File: src/sv/assert_macros.svh
// Assertion helpers; clocked on clk_i, disabled while rst_ni is low.
`ifndef ASSERT_MACROS_SVH
`define ASSERT_MACROS_SVH

// prop must hold at every clock edge
`define ASSERT_IMPL(lbl, prop, msg) \
  lbl: assert property (@(posedge clk_i) disable iff (!rst_ni) prop) else $error(msg);

// cond must never be true
`define ASSERT_NEVER(lbl, cond, msg) \
  lbl: assert property (@(posedge clk_i) disable iff (!rst_ni) !(cond)) else $error(msg);

`endif

File: src/sv/ppmd_pkg.sv
package ppmd_pkg;

  localparam int COORD_BITS = 12;
  localparam int DIFF_W     = COORD_BITS + 1;
  // sum of three squared differences
  localparam int SQ_W       = 2 * COORD_BITS + 2;
  // multiplier operand: signed, holds a dot product or an unsigned square sum
  localparam int OP_W       = SQ_W + 1;
  localparam int PROD_W     = 2 * OP_W;
  localparam int NUM_W      = 2 * SQ_W;
  localparam int DIST_W     = 26;
  localparam int MAX_W      = (SQ_W > DIST_W) ? SQ_W : DIST_W;

  localparam logic [DIST_W-1:0] DIST_MAX = '1;

  localparam int TDATA_IN_W  = ((6 * COORD_BITS + 7) / 8) * 8;
  localparam int TDATA_OUT_W = ((DIST_W + 7) / 8) * 8;
  localparam int APB_DATA_W  = 32;
  localparam int CFG_ADDR_W  = 1;

  localparam logic [CFG_ADDR_W-1:0] REG_TOL = '0;

  // step counter covers the multiply sequence and the divider iterations
  localparam int STEP_COUNT = 15;
  localparam int CNT_MAX    = (SQ_W > STEP_COUNT) ? SQ_W : STEP_COUNT;
  localparam int CNT_W      = $clog2(CNT_MAX);

  // multiply schedule: three products per square sum / dot product
  localparam logic [CNT_W-1:0] STEP_VV  = CNT_W'(0);
  localparam logic [CNT_W-1:0] STEP_WW  = CNT_W'(3);
  localparam logic [CNT_W-1:0] STEP_DOT = CNT_W'(6);
  localparam logic [CNT_W-1:0] STEP_UU  = CNT_W'(9);
  localparam logic [CNT_W-1:0] STEP_P1  = CNT_W'(12);
  localparam logic [CNT_W-1:0] STEP_P2  = CNT_W'(13);
  localparam logic [CNT_W-1:0] STEP_END = CNT_W'(14);
  localparam logic [CNT_W-1:0] DIV_LAST = CNT_W'(SQ_W - 1);

  typedef enum logic [1:0] {
    ST_IDLE,
    ST_MUL,
    ST_DIV,
    ST_DONE
  } ppmd_state_e;

  function automatic logic signed [DIFF_W-1:0] coord_diff(
    input logic signed [COORD_BITS-1:0] a,
    input logic signed [COORD_BITS-1:0] b
  );
    return DIFF_W'(a) - DIFF_W'(b);
  endfunction

  function automatic logic [DIST_W-1:0] sat_dist(input logic [SQ_W-1:0] d);
    logic [MAX_W-1:0] dw;
    dw = MAX_W'(d);
    if (dw > MAX_W'(DIST_MAX)) begin
      return DIST_MAX;
    end
    return dw[DIST_W-1:0];
  endfunction

endpackage

File: src/sv/point_polyline_min_distance_sq_core.sv
// Minimum squared distance from a query point to a 3D polyline streamed one
// vertex per item. Each vertex after the first closes a segment; its squared
// distance (clamped to the nearer endpoint, floored in the interior case) is
// folded into a running minimum, which freezes once it is below
// freeze_tolerance_sq. A result is sent on the item marked tlast. All
// products run through one shared 27x27 multiplier and the quotient through
// a radix-2 restoring divider. An item that closes a segment runs the 15
// multiply steps, and the 26 divide steps as well only when the projection
// falls inside the segment; a single-vertex polyline runs only the multiply
// steps. A first vertex that is not last stores its point and restarts the
// minimum; a frozen vertex skips the arithmetic. The input is not ready
// again until an item is through. A finished result waits in the output
// register while the next item is accepted; an item that ends a polyline
// holds off the input until the previous result has been taken.
`include "assert_macros.svh"

module point_polyline_min_distance_sq_core (
  input  logic                                 clk_i,
  input  logic                                 rst_ni,
  input  logic                                 s_axis_tvalid,
  output logic                                 s_axis_tready,
  // query_x, query_y, query_z, vertex_x, vertex_y, vertex_z
  input  logic [ppmd_pkg::TDATA_IN_W-1:0]      s_axis_tdata,
  // first_vertex
  input  logic [0:0]                           s_axis_tuser,
  input  logic                                 s_axis_tlast,
  output logic                                 m_axis_tvalid,
  input  logic                                 m_axis_tready,
  // min_distance_sq
  output logic [ppmd_pkg::TDATA_OUT_W-1:0]     m_axis_tdata,
  // too_short
  output logic [0:0]                           m_axis_tuser,
  input  logic                                 psel,
  input  logic                                 penable,
  input  logic                                 pwrite,
  input  logic [ppmd_pkg::CFG_ADDR_W-1:0]      paddr,
  input  logic [ppmd_pkg::APB_DATA_W-1:0]      pwdata,
  output logic [ppmd_pkg::APB_DATA_W-1:0]      prdata,
  output logic                                 pready
);
  import ppmd_pkg::*;

  ppmd_state_e state_q, state_d;

  logic signed [COORD_BITS-1:0] in_qx, in_qy, in_qz, in_vx, in_vy, in_vz;
  logic                         in_first, in_last, accept;

  logic [CNT_W-1:0]             cnt_q, pj;
  logic [1:0]                   comp;
  logic signed [COORD_BITS-1:0] prev_x_q, prev_y_q, prev_z_q;
  logic signed [DIFF_W-1:0]     vx_q, vy_q, vz_q, wx_q, wy_q, wz_q, ux_q, uy_q, uz_q;
  logic signed [DIFF_W-1:0]     v_c, w_c, u_c;
  logic [SQ_W-1:0]              vv_q, ww_q, uu_q, d_q;
  logic signed [OP_W-1:0]       dot_q;
  logic signed [OP_W-1:0]       op_a, op_b;
  logic signed [PROD_W-1:0]     prod_c, prod_q;
  logic [NUM_W-1:0]             num_q, num_fin;
  logic [SQ_W-1:0]              rem_q, nlo_q, rem_n, nlo_n;
  logic [SQ_W:0]                trial;
  logic                         div_ge;
  logic                         vv_zero, dot_nonpos, dot_ge_vv, need_div;

  logic                         short_q, last_q, calc_q, frozen_q;
  logic [DIST_W-1:0]            min_q, tol_q, dsat, min_n;
  logic                         out_valid_q, out_short_q, out_free, out_load;
  logic [DIST_W-1:0]            out_dist_q;

  assign in_qx    = s_axis_tdata[0*COORD_BITS +: COORD_BITS];
  assign in_qy    = s_axis_tdata[1*COORD_BITS +: COORD_BITS];
  assign in_qz    = s_axis_tdata[2*COORD_BITS +: COORD_BITS];
  assign in_vx    = s_axis_tdata[3*COORD_BITS +: COORD_BITS];
  assign in_vy    = s_axis_tdata[4*COORD_BITS +: COORD_BITS];
  assign in_vz    = s_axis_tdata[5*COORD_BITS +: COORD_BITS];
  assign in_first = s_axis_tuser[0];
  assign in_last  = s_axis_tlast;
  assign accept   = s_axis_tvalid && s_axis_tready;

  assign out_free = !out_valid_q || m_axis_tready;
  assign out_load = (state_q == ST_DONE) && (state_d == ST_IDLE) && last_q;

  // segment classification, valid once the square sums are complete
  assign vv_zero    = (vv_q == '0);
  assign dot_nonpos = (dot_q <= 0);
  assign dot_ge_vv  = (dot_q >= $signed({1'b0, vv_q}));
  assign need_div   = !short_q && !vv_zero && !dot_nonpos && !dot_ge_vv;

  // ---------------- shared multiplier ----------------
  always_comb begin
    comp = '0;
    if (cnt_q < STEP_WW) begin
      comp = 2'(cnt_q - STEP_VV);
    end else if (cnt_q < STEP_DOT) begin
      comp = 2'(cnt_q - STEP_WW);
    end else if (cnt_q < STEP_UU) begin
      comp = 2'(cnt_q - STEP_DOT);
    end else if (cnt_q < STEP_P1) begin
      comp = 2'(cnt_q - STEP_UU);
    end
    v_c = (comp == 2'd0) ? vx_q : (comp == 2'd1) ? vy_q : vz_q;
    w_c = (comp == 2'd0) ? wx_q : (comp == 2'd1) ? wy_q : wz_q;
    u_c = (comp == 2'd0) ? ux_q : (comp == 2'd1) ? uy_q : uz_q;
    if (cnt_q < STEP_WW) begin
      op_a = OP_W'(v_c);
      op_b = OP_W'(v_c);
    end else if (cnt_q < STEP_DOT) begin
      op_a = OP_W'(w_c);
      op_b = OP_W'(w_c);
    end else if (cnt_q < STEP_UU) begin
      op_a = OP_W'(v_c);
      op_b = OP_W'(w_c);
    end else if (cnt_q < STEP_P1) begin
      op_a = OP_W'(u_c);
      op_b = OP_W'(u_c);
    end else if (cnt_q == STEP_P1) begin
      op_a = $signed({1'b0, ww_q});
      op_b = $signed({1'b0, vv_q});
    end else begin
      op_a = dot_q;
      op_b = dot_q;
    end
  end

  assign prod_c  = op_a * op_b;
  assign pj      = cnt_q - CNT_W'(1);
  assign num_fin = num_q - prod_q[NUM_W-1:0];

  // ---------------- restoring divider step ----------------
  always_comb begin
    trial  = {rem_q, nlo_q[SQ_W-1]};
    div_ge = (trial >= {1'b0, vv_q});
    if (div_ge) begin
      rem_n = SQ_W'(trial - {1'b0, vv_q});
    end else begin
      rem_n = trial[SQ_W-1:0];
    end
    nlo_n = {nlo_q[SQ_W-2:0], div_ge};
  end

  assign dsat  = sat_dist(d_q);
  assign min_n = (calc_q && !short_q && (dsat < min_q)) ? dsat : min_q;

  // ---------------- next state ----------------
  always_comb begin
    state_d = state_q;
    case (state_q)
      ST_IDLE: begin
        if (accept) begin
          if (in_first && !in_last) begin
            state_d = ST_IDLE;
          end else if (in_first || !frozen_q) begin
            state_d = ST_MUL;
          end else if (in_last) begin
            state_d = ST_DONE;
          end
        end
      end
      ST_MUL: begin
        if (cnt_q == STEP_END) begin
          state_d = need_div ? ST_DIV : ST_DONE;
        end
      end
      ST_DIV: begin
        if (cnt_q == DIV_LAST) begin
          state_d = ST_DONE;
        end
      end
      ST_DONE: begin
        if (!last_q || out_free) begin
          state_d = ST_IDLE;
        end
      end
      default: state_d = ST_IDLE;
    endcase
  end

  // ---------------- outputs ----------------
  always_comb begin
    s_axis_tready = (state_q == ST_IDLE);
    m_axis_tvalid = out_valid_q;
    m_axis_tdata  = TDATA_OUT_W'(out_dist_q);
    m_axis_tuser  = out_short_q;
    pready        = 1'b1;
    prdata        = (paddr == REG_TOL) ? APB_DATA_W'(tol_q) : '0;
  end

  // ---------------- control state ----------------
  always_ff @(posedge clk_i or negedge rst_ni) begin
    if (!rst_ni) begin
      state_q     <= ST_IDLE;
      cnt_q       <= '0;
      prev_x_q    <= '0;
      prev_y_q    <= '0;
      prev_z_q    <= '0;
      min_q       <= DIST_MAX;
      frozen_q    <= 1'b0;
      tol_q       <= DIST_W'(1);
      short_q     <= 1'b0;
      last_q      <= 1'b0;
      calc_q      <= 1'b0;
      out_valid_q <= 1'b0;
    end else begin
      state_q <= state_d;

      if (psel && penable && pwrite && pready && (paddr == REG_TOL)) begin
        tol_q <= pwdata[DIST_W-1:0];
      end

      if (out_load) begin
        out_valid_q <= 1'b1;
      end else if (m_axis_tready) begin
        out_valid_q <= 1'b0;
      end

      case (state_q)
        ST_IDLE: begin
          if (accept) begin
            cnt_q    <= '0;
            prev_x_q <= in_vx;
            prev_y_q <= in_vy;
            prev_z_q <= in_vz;
            short_q  <= in_first && in_last;
            last_q   <= in_last;
            calc_q   <= in_first || !frozen_q;
            if (in_first) begin
              min_q    <= DIST_MAX;
              frozen_q <= 1'b0;
            end
          end
        end
        ST_MUL, ST_DIV: begin
          cnt_q <= (state_d == state_q) ? cnt_q + CNT_W'(1) : '0;
        end
        ST_DONE: begin
          if (state_d == ST_IDLE) begin
            if (last_q) begin
              min_q       <= DIST_MAX;
              frozen_q    <= 1'b0;
            end else begin
              min_q    <= min_n;
              frozen_q <= (min_n < tol_q);
            end
          end
        end
        default: ;
      endcase
    end
  end

  // ---------------- datapath ----------------
  always_ff @(posedge clk_i) begin
    case (state_q)
      ST_IDLE: begin
        if (accept) begin
          vx_q <= coord_diff(in_vx, prev_x_q);
          vy_q <= coord_diff(in_vy, prev_y_q);
          vz_q <= coord_diff(in_vz, prev_z_q);
          wx_q <= coord_diff(in_qx, prev_x_q);
          wy_q <= coord_diff(in_qy, prev_y_q);
          wz_q <= coord_diff(in_qz, prev_z_q);
          ux_q <= coord_diff(in_qx, in_vx);
          uy_q <= coord_diff(in_qy, in_vy);
          uz_q <= coord_diff(in_qz, in_vz);
        end
      end
      ST_MUL: begin
        prod_q <= prod_c;
        // product of the previous step is registered in prod_q and accumulated in the next cycle
        if (cnt_q != STEP_VV) begin
          if (pj == STEP_VV) begin
            vv_q <= prod_q[SQ_W-1:0];
          end else if (pj < STEP_WW) begin
            vv_q <= vv_q + prod_q[SQ_W-1:0];
          end else if (pj == STEP_WW) begin
            ww_q <= prod_q[SQ_W-1:0];
          end else if (pj < STEP_DOT) begin
            ww_q <= ww_q + prod_q[SQ_W-1:0];
          end else if (pj == STEP_DOT) begin
            dot_q <= prod_q[OP_W-1:0];
          end else if (pj < STEP_UU) begin
            dot_q <= dot_q + prod_q[OP_W-1:0];
          end else if (pj == STEP_UU) begin
            uu_q <= prod_q[SQ_W-1:0];
          end else if (pj < STEP_P1) begin
            uu_q <= uu_q + prod_q[SQ_W-1:0];
          end else if (pj == STEP_P1) begin
            num_q <= prod_q[NUM_W-1:0];
          end
        end
        if (cnt_q == STEP_END) begin
          // quotient fits SQ_W bits, so the upper half already sits below vv
          rem_q <= num_fin[NUM_W-1:SQ_W];
          nlo_q <= num_fin[SQ_W-1:0];
          if (short_q) begin
            d_q <= uu_q;
          end else if (vv_zero || dot_nonpos) begin
            d_q <= ww_q;
          end else if (dot_ge_vv) begin
            d_q <= uu_q;
          end
        end
      end
      ST_DIV: begin
        rem_q <= rem_n;
        nlo_q <= nlo_n;
        if (cnt_q == DIV_LAST) begin
          d_q <= nlo_n;
        end
      end
      ST_DONE: begin
        if ((state_d == ST_IDLE) && last_q) begin
          out_dist_q  <= short_q ? dsat : min_n;
          out_short_q <= short_q;
        end
      end
      default: ;
    endcase
  end

  `ASSERT_IMPL(a_rem_below_vv, (state_q == ST_DIV) |-> (rem_q < vv_q), "divider remainder not below divisor")
  `ASSERT_NEVER(a_div_by_zero, (state_q == ST_DIV) && (vv_q == '0), "divide with zero-length segment")
  `ASSERT_IMPL(a_quo_bound, ((state_q == ST_DONE) && ($past(state_q) == ST_DIV)) |-> (d_q <= ww_q), "interior distance exceeds start distance")
  `ASSERT_IMPL(a_out_from_done, $rose(out_valid_q) |-> ($past(state_q) == ST_DONE), "result raised outside completion")

endmodule

File: config.mk
export PLATFORM = sky130hd
export DESIGN_NAME = point_polyline_min_distance_sq_core
export DESIGN_NICKNAME = d
export VERILOG_FILES = /design/src/sv/ppmd_pkg.sv /design/src/sv/point_polyline_min_distance_sq_core.sv
export VERILOG_INCLUDE_DIRS = /design/src /design/src/sv
export SDC_FILE = /design/constraint.sdc
export NUM_CORES = 2
export LEC_CHECK = 0
export BUFFER_PORTS_ARGS = -buffer_cell sky130_fd_sc_hd__buf_2
export CAP_MARGIN = 15
export CORE_ASPECT_RATIO = 0.8
export CORE_MARGIN = 1
export CORE_UTILIZATION = 46
export CTS_BUF_LIST = sky130_fd_sc_hd__clkbuf_8
export CTS_CLUSTER_DIAMETER = 60
export DETAILED_ROUTE_END_ITERATION = 10
export GPL_TIMING_DRIVEN = 0
export SLEW_MARGIN = 30
export SYNTH_ARGS = -nofsm -noshare
export SYNTH_HDL_FRONTEND = slang
export SYNTH_SLANG_ARGS = --single-unit
File: constraint.sdc
create_clock -name clk_i -period 9.2 [get_ports clk_i]
set_clock_uncertainty 0.1 [all_clocks]
set_input_delay 1.84 -clock clk_i [delete_from_list [all_inputs] [get_ports clk_i]]
set_output_delay 1.84 -clock clk_i [all_outputs]
set_load 0.01 [all_outputs]
==> run_results.csv <==
group,metric,value,unit
outcome,status,"complete, but fails checks",
outcome,violations,"negative setup slack",
drt,first_pass_iters,6,
yosys,async_reset_ff_share,18.83,%
drt,route.detailed.drc,0,
setup_path,cp-end-kind,"flop",
clock_tree,tritoncts,"yes",
layout,top_regs,"num_q (52), prod_q (52), dot_q (27)",
drt,via_per_inst,5.591,
yosys,yosys_warnings,0,
clock_tree,max-clock-path-buffers,3,
setup_path,crit_path_frequent_cell,"fa_1",
setup_path,cp_data_arrival_time,10.09,ns
setup_path,critical_path.max_fanout,6,
yosys,ys_types,98,
layout,nNetsFinal,8823,
yosys,synth_most_common_cell,"inv_1",
die,dieArea,139400,um^2
global_route,grt_max_degree,69,
clock_tree,cts_hold_buf,0,
drt,avgRoutedWirePerCell,23.47,um
global_route,grt_pass1_vias,51140,
drt,first_iter_violations,5252,
sta,setup_slack,-0.4426,ns
yosys,ys_ff_latch,531,
yosys,yosysTopAreaCell,"fa_1",
placed_design,gp_routability_congestion,1.016,
sta,period_share,104.8,%
setup_path,critPathSlowestCell,"fa_1",
drt,ant_nets,0,
worst_hold_path,hp-start,"prod_q[46]",
sta,final_hold_viol_count,0,
sta,drv_slew,0,
layout,finalNonFillerCells,9351,
sta,rsz0062_at_grt,"true",
setup_path,cpPeakStageDelay,0.61,ns
yosys,netlist_instances,6914,
die,core_area,136400,um^2
die,io_pins,182,
placed_design,hpwl,174000,um
worst_hold_path,min_path_type,"flop to flop",
sta,whs,0.3523,ns
die,start_util,46.50,%
sta,max_freq,103.7,MHz
drt,routed_wl,219400,um
setup_path,cp-start-kind,"flop",
clock_tree,htree_levels,3,
yosys,seq_area_frac_synth,24.40,%
setup_path,r2r-start,"cnt_q[1]",
global_route,grt_usage,31.13,%
yosys,syn_avg_cell_area,9.175,um^2
sta,min_period,9.643,ns
global_route,gr-total-overflow,0,
yosys,synth_area,63430,um^2
yosys,synth_edf_count,431,
setup_path,worstSetupStartpoint,"cnt_q[1]",
yosys,synth_top_area_share,23.92,%
global_route,grt_pass1_wl,324000,um
yosys,synth_top_cells_by_count,"1,169 x inv_1, 816 x nand2_1, 758 x fa_1",
run,drv_cap,0,
placed_design,port_buffers,161,
clock_tree,root_buffer,"clkbuf_8",
setup_path,required,9.64,ns
sta,tightest_slew,1.080,ns
placed_design,pre_cts_slack,-2.780,ns
setup_path,criticalPathCategory,"flop to flop",
drt,vias,52290,
sta,setup_violations,19,
die,die_h,334.1,um
clock_tree,clk_pin_slew,0.07,ns
clock_tree,clock_latency,0.80,ns
yosys,synth.top_cells.by_area,"fa_1 24%, edfxtp_1 20%, ha_1 10%",
layout,area_growth,16.13,%
layout,final_layout_size_suffix_gt1_share,17.01,%
die,rows,121,
clock_tree,cts.sinks,531,
global_route,antenna_found_initial,8,
clock_tree,cts_made_buffers,92,
sta,relSlewSlack,27.51,%
layout,fill_cells,12440,
placed_design,numPlacedInstances,8966,
yosys,synth_ff_type,"edfxtp_1",
die,chipWidth,417.2,um
==> cell type report <==
type,count,area (um^2),area share (%)
diodes,5,12.51,0.01698
well taps,1845,2308,3.134
flip-flops and latches,531,15480,21.02
clock buffers,100,1376,1.868
multi-input cells,4961,44590,60.53
inverters,1171,4417,5.996
plain buffers,247,1689,2.293
clock inverters,72,483.0,0.6556
repair buffers,419,3306,4.487
==> worst max-delay path, delay by kind of cell (launching register included) <==
kind / cells / cell delay [ns]
fa+ha+maj: 9 / 4.17
buf+inv: 11 / 1.42
simple gates: 8 / 0.95
compound gates: 9 / 2.25
xor+xnor: 1 / 0.14
flops: 1 / 0.38
==> cell usage in the layout (no fill, tap or decap), drive strengths merged, types with 29 or more instances in the layout <==
master and instances:
inv 1191, o21bai 29, xor2 106, or3 38, mux2 97, fa 758, nor2b 70, a21oi 378
a211oi 56, nand2 816, nand2b 62, o21ai 412, clkbuf 227, and3 31, a21boi 52, edfxtp 431
buf 539, xnor2 145, dfrtp 73, o211ai 29, ha 528, mux2i 65, clkinv 38, nand3 43
nor3 83, and2 66, a21o 110, nor2 635, o21a 56
==> worst paths after layout <==
kind	to	depth (start not counted)	slack [ns]
setup / recovery	prod_q[51]	38	-0.44
hold / removal	num_q[46]	0	0.35
setup reg to reg	prod_q[51]	38	-0.44
hold reg to reg	num_q[46]	0	0.35
max in group asynchronous	min_q[2]	2	7.37
min in group asynchronous	prev_z_q[2]	1	0.84
==> cells by family after synthesis <==
kind of cell,Yosys count,synth area share (%)
xor+xnor,251,3.466
compound gates,1305,12.72
mux,162,2.753
other cells,2,0.01184
simple gates,1944,13.47
fa+ha+maj,1286,34.34
buf+inv,1433,8.842
flops,531,24.40
==> repair_timing <==
action	4_1_cts	5_1_grt
setup endpoints to repair	41	30
resized for setup	460	293
gates cloned	0	7
setup buffers	118	100
pin swaps	93	123
==> stage by stage <==
step                      util, %  setup TNS, ns  cell area (um^2)
after floorplan                 -              0             63550
after global routing        54.00         -9.146             73660
final                       54.01         -4.902             73670
after global placement      48.87        -342.20             66660
after detailed placement    49.24         -63.78             67170
after CTS                   52.57         -1.831             71700
==> per-layer routing <==
| layer | routed length, um | track usage [%] | up-vias | part of all wire [%] |
|---|---|---|---|---|
| met4 | 6013 | 7.478 | 2 | 2.7 |
| met5 | 120 | 0 | - | 0.055 |
| met2 | 90040 | 44.39 | 2467 | 41 |
| met3 | 26460 | 9.860 | 371 | 12 |
| met1 | 96810 | 45.53 | 25770 | 44 |
| li1 | - | - | 23670 | - |
Power is left out: the tool's default activity adds up to more than one toggle a clock period on the data nets, which glitch-free logic cannot reach.
